===== config.mk =====
export PLATFORM = sky130hd
export DESIGN_NAME = sha256_stream_hasher
export DESIGN_NICKNAME = d
export VERILOG_FILES = /design/src/sv/sha_pkg.sv /design/src/sv/sha_queue.sv /design/src/sv/sha_core.sv /design/src/sv/sha256_stream_hasher.sv
export SDC_FILE = /design/constraint.sdc
export NUM_CORES = 2
export LEC_CHECK = 0
export ABC_AREA = 1
export BUFFER_PORTS_ARGS = -buffer_cell sky130_fd_sc_hd__buf_2
export CORE_MARGIN = 4
export CORE_UTILIZATION = 45
export CTS_CLUSTER_SIZE = 25
export DETAILED_ROUTE_END_ITERATION = 10
export SYNTH_ARGS = -nofsm -noshare
export SYNTH_HDL_FRONTEND = slang
export SYNTH_SLANG_ARGS = --single-unit
export TNS_END_PERCENT = 30

===== constraint.sdc =====
create_clock -name clk -period 26.3 [get_ports clk]
set_clock_uncertainty 0.15 [all_clocks]
set_input_delay 3.945 -clock clk [delete_from_list [all_inputs] [get_ports clk]]
set_output_delay 3.945 -clock clk [all_outputs]
set_load 0.01 [all_outputs]

===== src/sv/sha_pkg.sv =====
// SHA-256 stream hasher package: round constants, initial vector, queue types.
// No dependencies.
package sha_pkg;
  localparam int QueueDepth = 4;

  typedef struct packed {
    logic [7:0] data_byte;
    logic       has_byte;
    logic       last_item;
  } req_t;

  typedef enum logic [2:0] {
    S_IDLE, S_LOAD, S_ROUND, S_ADD, S_PAD, S_OUT
  } core_state_t;

  localparam logic [31:0] IV [8] = '{
    32'h6a09e667, 32'hbb67ae85, 32'h3c6ef372, 32'ha54ff53a,
    32'h510e527f, 32'h9b05688c, 32'h1f83d9ab, 32'h5be0cd19};

  localparam logic [31:0] RK [64] = '{
    32'h428a2f98, 32'h71374491, 32'hb5c0fbcf, 32'he9b5dba5,
    32'h3956c25b, 32'h59f111f1, 32'h923f82a4, 32'hab1c5ed5,
    32'hd807aa98, 32'h12835b01, 32'h243185be, 32'h550c7dc3,
    32'h72be5d74, 32'h80deb1fe, 32'h9bdc06a7, 32'hc19bf174,
    32'he49b69c1, 32'hefbe4786, 32'h0fc19dc6, 32'h240ca1cc,
    32'h2de92c6f, 32'h4a7484aa, 32'h5cb0a9dc, 32'h76f988da,
    32'h983e5152, 32'ha831c66d, 32'hb00327c8, 32'hbf597fc7,
    32'hc6e00bf3, 32'hd5a79147, 32'h06ca6351, 32'h14292967,
    32'h27b70a85, 32'h2e1b2138, 32'h4d2c6dfc, 32'h53380d13,
    32'h650a7354, 32'h766a0abb, 32'h81c2c92e, 32'h92722c85,
    32'ha2bfe8a1, 32'ha81a664b, 32'hc24b8b70, 32'hc76c51a3,
    32'hd192e819, 32'hd6990624, 32'hf40e3585, 32'h106aa070,
    32'h19a4c116, 32'h1e376c08, 32'h2748774c, 32'h34b0bcb5,
    32'h391c0cb3, 32'h4ed8aa4a, 32'h5b9cca4f, 32'h682e6ff3,
    32'h748f82ee, 32'h78a5636f, 32'h84c87814, 32'h8cc70208,
    32'h90befffa, 32'ha4506ceb, 32'hbef9a3f7, 32'hc67178f2};

  localparam logic [7:0] PAD_BYTE = 8'h80;
  localparam logic [5:0] LEN_POS  = 6'd56;
  localparam logic [5:0] LAST_POS = 6'd63;

  function automatic logic [31:0] rotr(input logic [31:0] x, input int n);
    rotr = (x >> n) | (x << (32 - n));
  endfunction
endpackage


===== src/sv/sha_queue.sv =====
// Request queue between the input front and the compression core.
// Depends on sha_pkg.
module sha_queue #(
  parameter int Depth = sha_pkg::QueueDepth
) (
  input  logic          clk,
  input  logic          rst_n,
  input  logic          wr_valid,
  output logic          wr_stall,
  input  sha_pkg::req_t wr_data,
  output logic          rd_valid,
  input  logic          rd_take,
  output sha_pkg::req_t rd_data
);
  import sha_pkg::*;
  localparam int AW = (Depth > 1) ? $clog2(Depth) : 1;

  req_t mem [Depth];
  logic [AW-1:0] wp_r, rp_r;
  logic [AW:0]   cnt_r;
  logic          push, pop;

  assign wr_stall = (cnt_r == (AW+1)'(Depth));
  assign rd_valid = (cnt_r != '0);
  assign rd_data  = mem[rp_r];
  assign push     = wr_valid && !wr_stall;
  assign pop      = rd_valid && rd_take;

  always_ff @(posedge clk) begin
    if (!rst_n) begin
      wp_r  <= '0;
      rp_r  <= '0;
      cnt_r <= '0;
    end else begin
      if (push) wp_r <= (wp_r == AW'(Depth-1)) ? '0 : wp_r + 1'b1;
      if (pop)  rp_r <= (rp_r == AW'(Depth-1)) ? '0 : rp_r + 1'b1;
      cnt_r <= cnt_r + (AW+1)'(push) - (AW+1)'(pop);
    end
  end

  always_ff @(posedge clk) begin
    if (push) mem[wp_r] <= wr_data;
  end

  a_no_overflow: assert property (@(posedge clk) disable iff (!rst_n)
    cnt_r <= (AW+1)'(Depth)) else $error("queue count overflow");
  a_pop_dec: assert property (@(posedge clk) disable iff (!rst_n)
    pop && !push |=> cnt_r == $past(cnt_r) - 1'b1) else $error("pop count");
  a_push_inc: assert property (@(posedge clk) disable iff (!rst_n)
    push && !pop |=> cnt_r == $past(cnt_r) + 1'b1) else $error("push count");
endmodule


===== src/sv/sha_core.sv =====
// Block buffer, padding sequencer, one-round-per-cycle SHA-256 compression and output.
// Depends on sha_pkg.
module sha_core (
  input  logic          clk,
  input  logic          rst_n,
  input  logic          double_hash,
  input  logic          rq_valid,
  output logic          rq_take,
  input  sha_pkg::req_t rq_data,
  output logic          out_valid,
  input  logic          out_stall,
  output logic [31:0]   out_digest_word,
  output logic [2:0]    out_word_index,
  output logic          out_last_word
);
  import sha_pkg::*;

  core_state_t st_r, st_nxt;
  logic [31:0] blk_r [16];
  logic [31:0] w_r [16];
  logic [31:0] h_r [8];
  logic [31:0] v_r [8];
  logic [60:0] cnt_r;
  logic [5:0]  rnd_r;
  logic [3:0]  ld_r;
  logic        fin_r;    // running padding of current message
  logic        sec_r;    // second pass of double hash
  logic        dbl_r;
  logic        lenblk_r; // current padding block holds length
  logic [2:0]  oidx_r;
  logic [5:0]  pos;
  logic [63:0] bits;
  logic [31:0] wnew, wcur, t1, t2, a2, a15;

  assign pos  = cnt_r[5:0];
  assign bits = {cnt_r, 3'b000};
  assign rq_take = (st_r == S_IDLE);
  assign out_valid = (st_r == S_OUT);
  assign out_digest_word = h_r[oidx_r];
  assign out_word_index = oidx_r;
  assign out_last_word = (oidx_r == 3'd7);

  assign a2  = w_r[4'(rnd_r - 6'd2)];
  assign a15 = w_r[4'(rnd_r - 6'd15)];
  assign wnew = (rotr(a2,17) ^ rotr(a2,19) ^ (a2 >> 10)) + w_r[4'(rnd_r - 6'd7)]
              + (rotr(a15,7) ^ rotr(a15,18) ^ (a15 >> 3)) + w_r[rnd_r[3:0]];
  assign wcur = (rnd_r < 6'd16) ? w_r[rnd_r[3:0]] : wnew;
  assign t1 = v_r[7] + (rotr(v_r[4],6) ^ rotr(v_r[4],11) ^ rotr(v_r[4],25))
            + ((v_r[4] & v_r[5]) ^ (~v_r[4] & v_r[6])) + RK[rnd_r] + wcur;
  assign t2 = (rotr(v_r[0],2) ^ rotr(v_r[0],13) ^ rotr(v_r[0],22))
            + ((v_r[0] & v_r[1]) ^ (v_r[0] & v_r[2]) ^ (v_r[1] & v_r[2]));

  always_comb begin
    st_nxt = st_r;
    case (st_r)
      S_IDLE: if (rq_valid) begin
        if (rq_data.has_byte && pos == LAST_POS) st_nxt = S_LOAD;
        else if (rq_data.last_item) st_nxt = S_PAD;
      end
      S_LOAD: if (ld_r == 4'd15) st_nxt = S_ROUND;
      S_ROUND: if (rnd_r == 6'd63) st_nxt = S_ADD;
      S_ADD: begin
        if (fin_r && lenblk_r) st_nxt = (dbl_r && !sec_r) ? S_PAD : S_OUT;
        else if (fin_r) st_nxt = S_LOAD;
        else st_nxt = S_IDLE;
      end
      S_PAD: st_nxt = S_LOAD;
      S_OUT: if (!out_stall && oidx_r == 3'd7) st_nxt = S_IDLE;
      default: st_nxt = S_IDLE;
    endcase
  end

  always_ff @(posedge clk) begin
    if (!rst_n) st_r <= S_IDLE;
    else st_r <= st_nxt;
  end

  // control
  always_ff @(posedge clk) begin
    if (!rst_n) begin
      cnt_r <= '0; rnd_r <= '0; ld_r <= '0; fin_r <= 1'b0; sec_r <= 1'b0;
      dbl_r <= 1'b0; lenblk_r <= 1'b0; oidx_r <= '0;
      for (int j = 0; j < 8; j++) h_r[j] <= IV[j];
    end else begin
      case (st_r)
        S_IDLE: if (rq_valid) begin
          if (rq_data.has_byte) cnt_r <= cnt_r + 1'b1;
          if (rq_data.last_item) begin
            fin_r <= 1'b1;
            dbl_r <= double_hash;
          end
        end
        S_LOAD: begin
          ld_r <= ld_r + 1'b1;
          rnd_r <= '0;
          if (ld_r == 4'd15) for (int j = 0; j < 8; j++) v_r[j] <= h_r[j];
        end
        S_ROUND: begin
          rnd_r <= rnd_r + 1'b1;
          v_r[7] <= v_r[6]; v_r[6] <= v_r[5]; v_r[5] <= v_r[4];
          v_r[4] <= v_r[3] + t1;
          v_r[3] <= v_r[2]; v_r[2] <= v_r[1]; v_r[1] <= v_r[0];
          v_r[0] <= t1 + t2;
        end
        S_ADD: begin
          if (fin_r && lenblk_r && dbl_r && !sec_r) begin
            // digest becomes a 32-byte message
            for (int j = 0; j < 8; j++) h_r[j] <= h_r[j] + v_r[j];
            cnt_r <= 61'd32;
            sec_r <= 1'b1;
          end else if (!(fin_r && lenblk_r)) begin
            for (int j = 0; j < 8; j++) h_r[j] <= h_r[j] + v_r[j];
          end else begin
            for (int j = 0; j < 8; j++) h_r[j] <= h_r[j] + v_r[j];
          end
          if (fin_r && !lenblk_r) lenblk_r <= 1'b1;
        end
        S_PAD: begin
          lenblk_r <= (pos < LEN_POS) || sec_r;
          if (sec_r) for (int j = 0; j < 8; j++) h_r[j] <= IV[j];
        end
        S_OUT: if (!out_stall) begin
          oidx_r <= oidx_r + 1'b1;
          if (oidx_r == 3'd7) begin
            for (int j = 0; j < 8; j++) h_r[j] <= IV[j];
            cnt_r <= '0; fin_r <= 1'b0; sec_r <= 1'b0; lenblk_r <= 1'b0;
          end
        end
        default: ;
      endcase
    end
  end

  // block buffer and schedule
  always_ff @(posedge clk) begin
    case (st_r)
      S_IDLE: if (rq_valid && rq_data.has_byte)
        blk_r[pos[5:2]][{~pos[1:0], 3'b000} +: 8] <= rq_data.data_byte;
      S_PAD: begin
        if (sec_r) begin
          for (int j = 0; j < 8; j++) blk_r[j] <= h_r[j];
          blk_r[8] <= {PAD_BYTE, 24'h000000};
          for (int j = 9; j < 14; j++) blk_r[j] <= '0;
          blk_r[14] <= bits[63:32];
          blk_r[15] <= bits[31:0];
        end else begin
          for (int j = 0; j < 64; j++) begin
            if (6'(j) == pos) blk_r[j/4][31-8*(j%4) -: 8] <= PAD_BYTE;
            else if (6'(j) > pos) blk_r[j/4][31-8*(j%4) -: 8] <= 8'h00;
          end
          if (pos < LEN_POS) begin
            blk_r[14] <= bits[63:32];
            blk_r[15] <= bits[31:0];
          end
        end
      end
      S_ADD: if (fin_r && !lenblk_r) begin
        for (int j = 0; j < 14; j++) blk_r[j] <= '0;
        // message ended on a block boundary: pad byte opens the length block
        if (pos == '0) blk_r[0] <= {PAD_BYTE, 24'h000000};
        blk_r[14] <= bits[63:32];
        blk_r[15] <= bits[31:0];
      end
      default: ;
    endcase
  end

  always_ff @(posedge clk) begin
    if (st_r == S_LOAD)
      w_r[ld_r] <= blk_r[ld_r];
    else if (st_r == S_ROUND && rnd_r >= 6'd16)
      w_r[rnd_r[3:0]] <= wnew;
  end

  a_take_idle: assert property (@(posedge clk) disable iff (!rst_n)
    rq_take |-> !out_valid) else $error("take while emitting");
  a_out_hold: assert property (@(posedge clk) disable iff (!rst_n)
    out_valid && out_stall |=> out_valid && $stable(oidx_r)) else $error("out hold");
  a_round_end: assert property (@(posedge clk) disable iff (!rst_n)
    st_r == S_ROUND && rnd_r == 6'd63 |=> st_r == S_ADD) else $error("round end");
endmodule


===== src/sv/sha256_stream_hasher.sv =====
// SHA-256 stream hasher top: request queue in front of the compression core.
// Depends on sha_pkg, sha_queue, sha_core.
//
//  channel  ports                                      direction
//  in       in_valid in_stall in_data_byte in_has_byte in_last_item   request in
//  out      out_valid out_stall out_digest_word out_word_index out_last_word result
//  cfg      cfg_we cfg_double_hash                      register write
//
// Each byte goes into the block buffer; a full block is loaded into the schedule,
// compressed round by round and added into the hash state. Padding adds the S_PAD state
// and one or two blocks, double mode S_PAD and one block more, then eight digest words
// held by out_stall. The queue keeps taking requests until full while the core compresses.
// Synchronous active-low reset restores the initial vector and a zero count.
module sha256_stream_hasher #(
  parameter int QDepth = sha_pkg::QueueDepth
) (
  input  logic        clk,
  input  logic        rst_n,
  input  logic        in_valid,
  output logic        in_stall,
  input  logic [7:0]  in_data_byte,
  input  logic        in_has_byte,
  input  logic        in_last_item,
  output logic        out_valid,
  input  logic        out_stall,
  output logic [31:0] out_digest_word,
  output logic [2:0]  out_word_index,
  output logic        out_last_word,
  input  logic        cfg_we,
  input  logic        cfg_double_hash
);
  import sha_pkg::*;
  req_t wr_d, rd_d;
  logic rd_v, rd_t, dbl_r;

  assign wr_d = '{data_byte: in_data_byte, has_byte: in_has_byte, last_item: in_last_item};

  always_ff @(posedge clk) begin
    if (!rst_n) dbl_r <= 1'b0;
    else if (cfg_we) dbl_r <= cfg_double_hash;
  end

  sha_queue #(.Depth(QDepth)) u_q (
    .clk, .rst_n, .wr_valid(in_valid), .wr_stall(in_stall), .wr_data(wr_d),
    .rd_valid(rd_v), .rd_take(rd_t), .rd_data(rd_d));

  sha_core u_core (
    .clk, .rst_n, .double_hash(dbl_r), .rq_valid(rd_v), .rq_take(rd_t),
    .rq_data(rd_d), .out_valid, .out_stall, .out_digest_word, .out_word_index,
    .out_last_word);
endmodule

==> out/metrics.cfg <==
[status]
outcome=complete, but fails checks
violations=max-capacitance violations, max-slew violations

[drt]
vias_per_cell=6.269
drtPass1Iterations=9
routed_wl_mm=552.6
via_count=111900
drc=0
ant_nets=0
drtIter0Drc=16130
avgRoutedWirePerCell_um=30.95

[synth]
synthFlopType=edfxtp_1
ys_ff_latch=1678
yosys_warnings=0
syn_avg_cell_area_um2=7.656
syn_area_um2=111800
syn_nets=15230
synth_top_area_share_pct=25.92
synth_edf_count=965
synthTopCellsByArea=edfxtp_1 26%, dfxtp_1 13%, o21ai_0 9.2%
seq_area_frac_synth_pct=38.68
syn_inst=14610
yosys.area.top_type=edfxtp_1
ys_types=80
async_reset_ff_share_pct=0

[critical_path]
critPathMostFrequentCell=nand2_1
slowest_delay_ns=0.87
crit_path_end_kind=flip-flop
crit_arrival_ns=14.05
crit_fanout=76
critPathLaunchType=flip-flop
crit_path_top_delay_cell=clkinv_2
required_ns=26.79
criticalPathCategory=reg2reg

[job]
cap_violations=1

[clock_network]
clk_pin_slew_worst_paths_ns=0.06
post_cts_buffers=0
cts_root_buf=clkbuf_16
clkSinkCount=1678
htree_levels=4
holdBufCountCts=0
ctsResizeCount=0
clk_path_buf_depth=3
clock_latency_ns=0.93
cts_tree=built
cts_buffers=198

[global_routing]
grt_pass1_wl_mm=768.7
antenna_found_initial=29
grt_max_degree=140
grt_usage_pct=41.35
grt_pass1_vias=101700
grt.overflow.total=0

[die]
dieHeight_um=506.5
io_pins=54
die_w_um=506.5
fp-row-count=182
core_um2=246600
start_util_pct=45.34
dieArea_um2=256500

[power_and_ir_drop]
leakage_nw=48.85
peakVddDrop_v=0.00006230
powerDensity_nw_per_um2=73.79

[timing]
period_share_pct=51.56
rsz0062_at_grt=false
setup_violations=0
hold_violations=0
setup_tns_ns=0
maxSlewViolCount=2
max_freq_mhz=73.74
tightestPinTransition_ns=1.553
slew-limit-headroom_pct=-4.616
period_minus_slack_ns=13.56

[finish]
post-route-util_pct=49.64
fillers=24570
layout.nets=14970
areaGrowthSynthToFinish_pct=9.479
drive_above_1_share_pct=6.030

[min_path]
hold_class=reg2reg

[placement]
hpwl_mm=406.9
port_buffers=53
gp_congestion=1.072

-- area by class of cell --
cell class / count / area [µm²] / area share, %
Inverter: 1661 / 6274 / 5.125
Timing Repair Buffer: 342 / 2447 / 1.999
Tap cell: 3312 / 4144 / 3.385
Antenna cell: 15 / 37.54 / 0.03066
Clock inverter: 93 / 1095 / 0.8943
Sequential cell: 1678 / 43280 / 35.36
Clock buffer: 283 / 5719 / 4.672
Multi-Input combinational cell: 10470 / 59420 / 48.54
-- Yosys cell counts (67+ instances only) --
master,n
nand2_1,2335
o21ai_0,2053
a21oi_1,1844
inv_1,1604
nor2_1,1116
edfxtp_1,965
dfxtp_1,713
clkbuf_1,598
nand3_1,547
ha_1,411
xor2_1,234
o22ai_1,211
fa_1,196
xnor2_1,177
a31oi_1,167
o211ai_1,164
buf_2,118
nor3_1,117
o221ai_1,102
a221oi_1,84
buf_1,67
-- metal layers --
metal  GRT usage [%]  part of all wire, %  vias to the layer above
met5               0                0.014                        -
met4           30.82                  9.1                       12
met3           8.954                   11                     1600
met2           63.18                   43                     7092
met1           51.39                   37                    53150
li1                -                    -                    50080
-- power breakdown --
part	total [mW]	internal, mW	leakage (nW)	switching [mW]
sequential	3.17	3.07	14.7	0.0949
combinational	2.94	0.721	30.9	2.22
clock	2.93	1.67	3.32	1.25
total	9.03	5.47	48.9	3.57
-- cell usage in the layout, fill, tap and decap left out, types with 27 or more instances in the layout --
master / n
a211oi_1: 27
a21boi_0: 28
a21o_1: 29
a21oi_1: 1844
a221oi_1: 84
a22oi_1: 37
a31oi_1: 166
buf_2: 53
buf_4: 288
clkbuf_1: 52
clkbuf_16: 209
clkinv_1: 36
clkinv_2: 38
dfxtp_1: 702
edfxtp_1: 965
fa_1: 196
ha_1: 408
inv_1: 1596
inv_2: 37
mux2i_1: 35
nand2_1: 2332
nand3_1: 547
nand4_1: 54
nor2_1: 1092
nor2_4: 29
nor3_1: 117
nor4_1: 33
o2111ai_1: 31
o211ai_1: 164
o21a_1: 43
o21ai_0: 2037
o21ai_1: 68
o21bai_1: 36
o221ai_1: 102
o22ai_1: 211
or2_2: 46
xnor2_1: 177
xor2_1: 234
-- final timing paths --
check / from / end / slack [ns] / cells past startpoint
worst max-delay path: u_core.rnd_r[0] / u_core.v_r[0][31] / 12.74 / 54
worst min register to register: u_core.blk_r[8][9] / u_core.blk_r[8][9] / 0.30 / 2
worst min-delay path: u_core.blk_r[8][9] / u_core.blk_r[8][9] / 0.30 / 2
worst max register to register: u_core.rnd_r[0] / u_core.v_r[0][31] / 12.74 / 54
-- kinds of logic after synthesis --
family / Yosys count / share of synthesized area (%)
buf+inv: 2457 / 8.443
fa+ha+maj: 625 / 8.269
xor+xnor: 412 / 3.244
compound gates: 5065 / 25.13
flops: 1678 / 38.68
mux: 36 / 0.3256
simple gates: 4332 / 15.91
-- sequential cells by signal, indices dropped and copies added (netlist names), 2 cells and up, named ones only --
register               count
u_core.st_r                3
u_core.blk_r             512
u_core.v_r               256
u_core.out_word_index      3
u_core.w_r               512
u_q.rp_r                   2
u_core.ld_r                4
u_q.wp_r                   2
u_q.cnt_r                  3
u_core.cnt_r              61
u_core.h_r               256
u_core.rnd_r               6
u_q.mem                   40
-- metrics by stage --
stage | setup slack (ns) | hold WS (ns) | cell area, µm² | power (mW) | cells
6_report | 12.74 | 0.3004 | 122400 | 9.033 | 17850
5_1_grt | 12.05 | 0.3068 | 122400 | 9.305 | 17840
4_1_cts | 13.00 | 0.2995 | 122400 | 8.922 | 17840
3_5_place_dp | 12.97 | 0.2876 | 115600 | 6.027 | 17460
3_3_place_gp | 13.05 | 0.2823 | 115600 | 6.037 | 17460
2_1_floorplan | 15.30 | 0.2703 | 111800 | 4.751 | 14610
-- critical path, delay by kind of cell (launching register included) --
family,cells,cell delay (ns)
buffers and inverters,6,1.91
flip-flops,1,0.56
AO/OA/AOI/OAI,13,3.26
AND/OR/NAND/NOR,22,2.34
XOR/XNOR,5,1.20
adder cells (fa/ha/maj),8,3.74
Power figures use the tool's default switching activity.
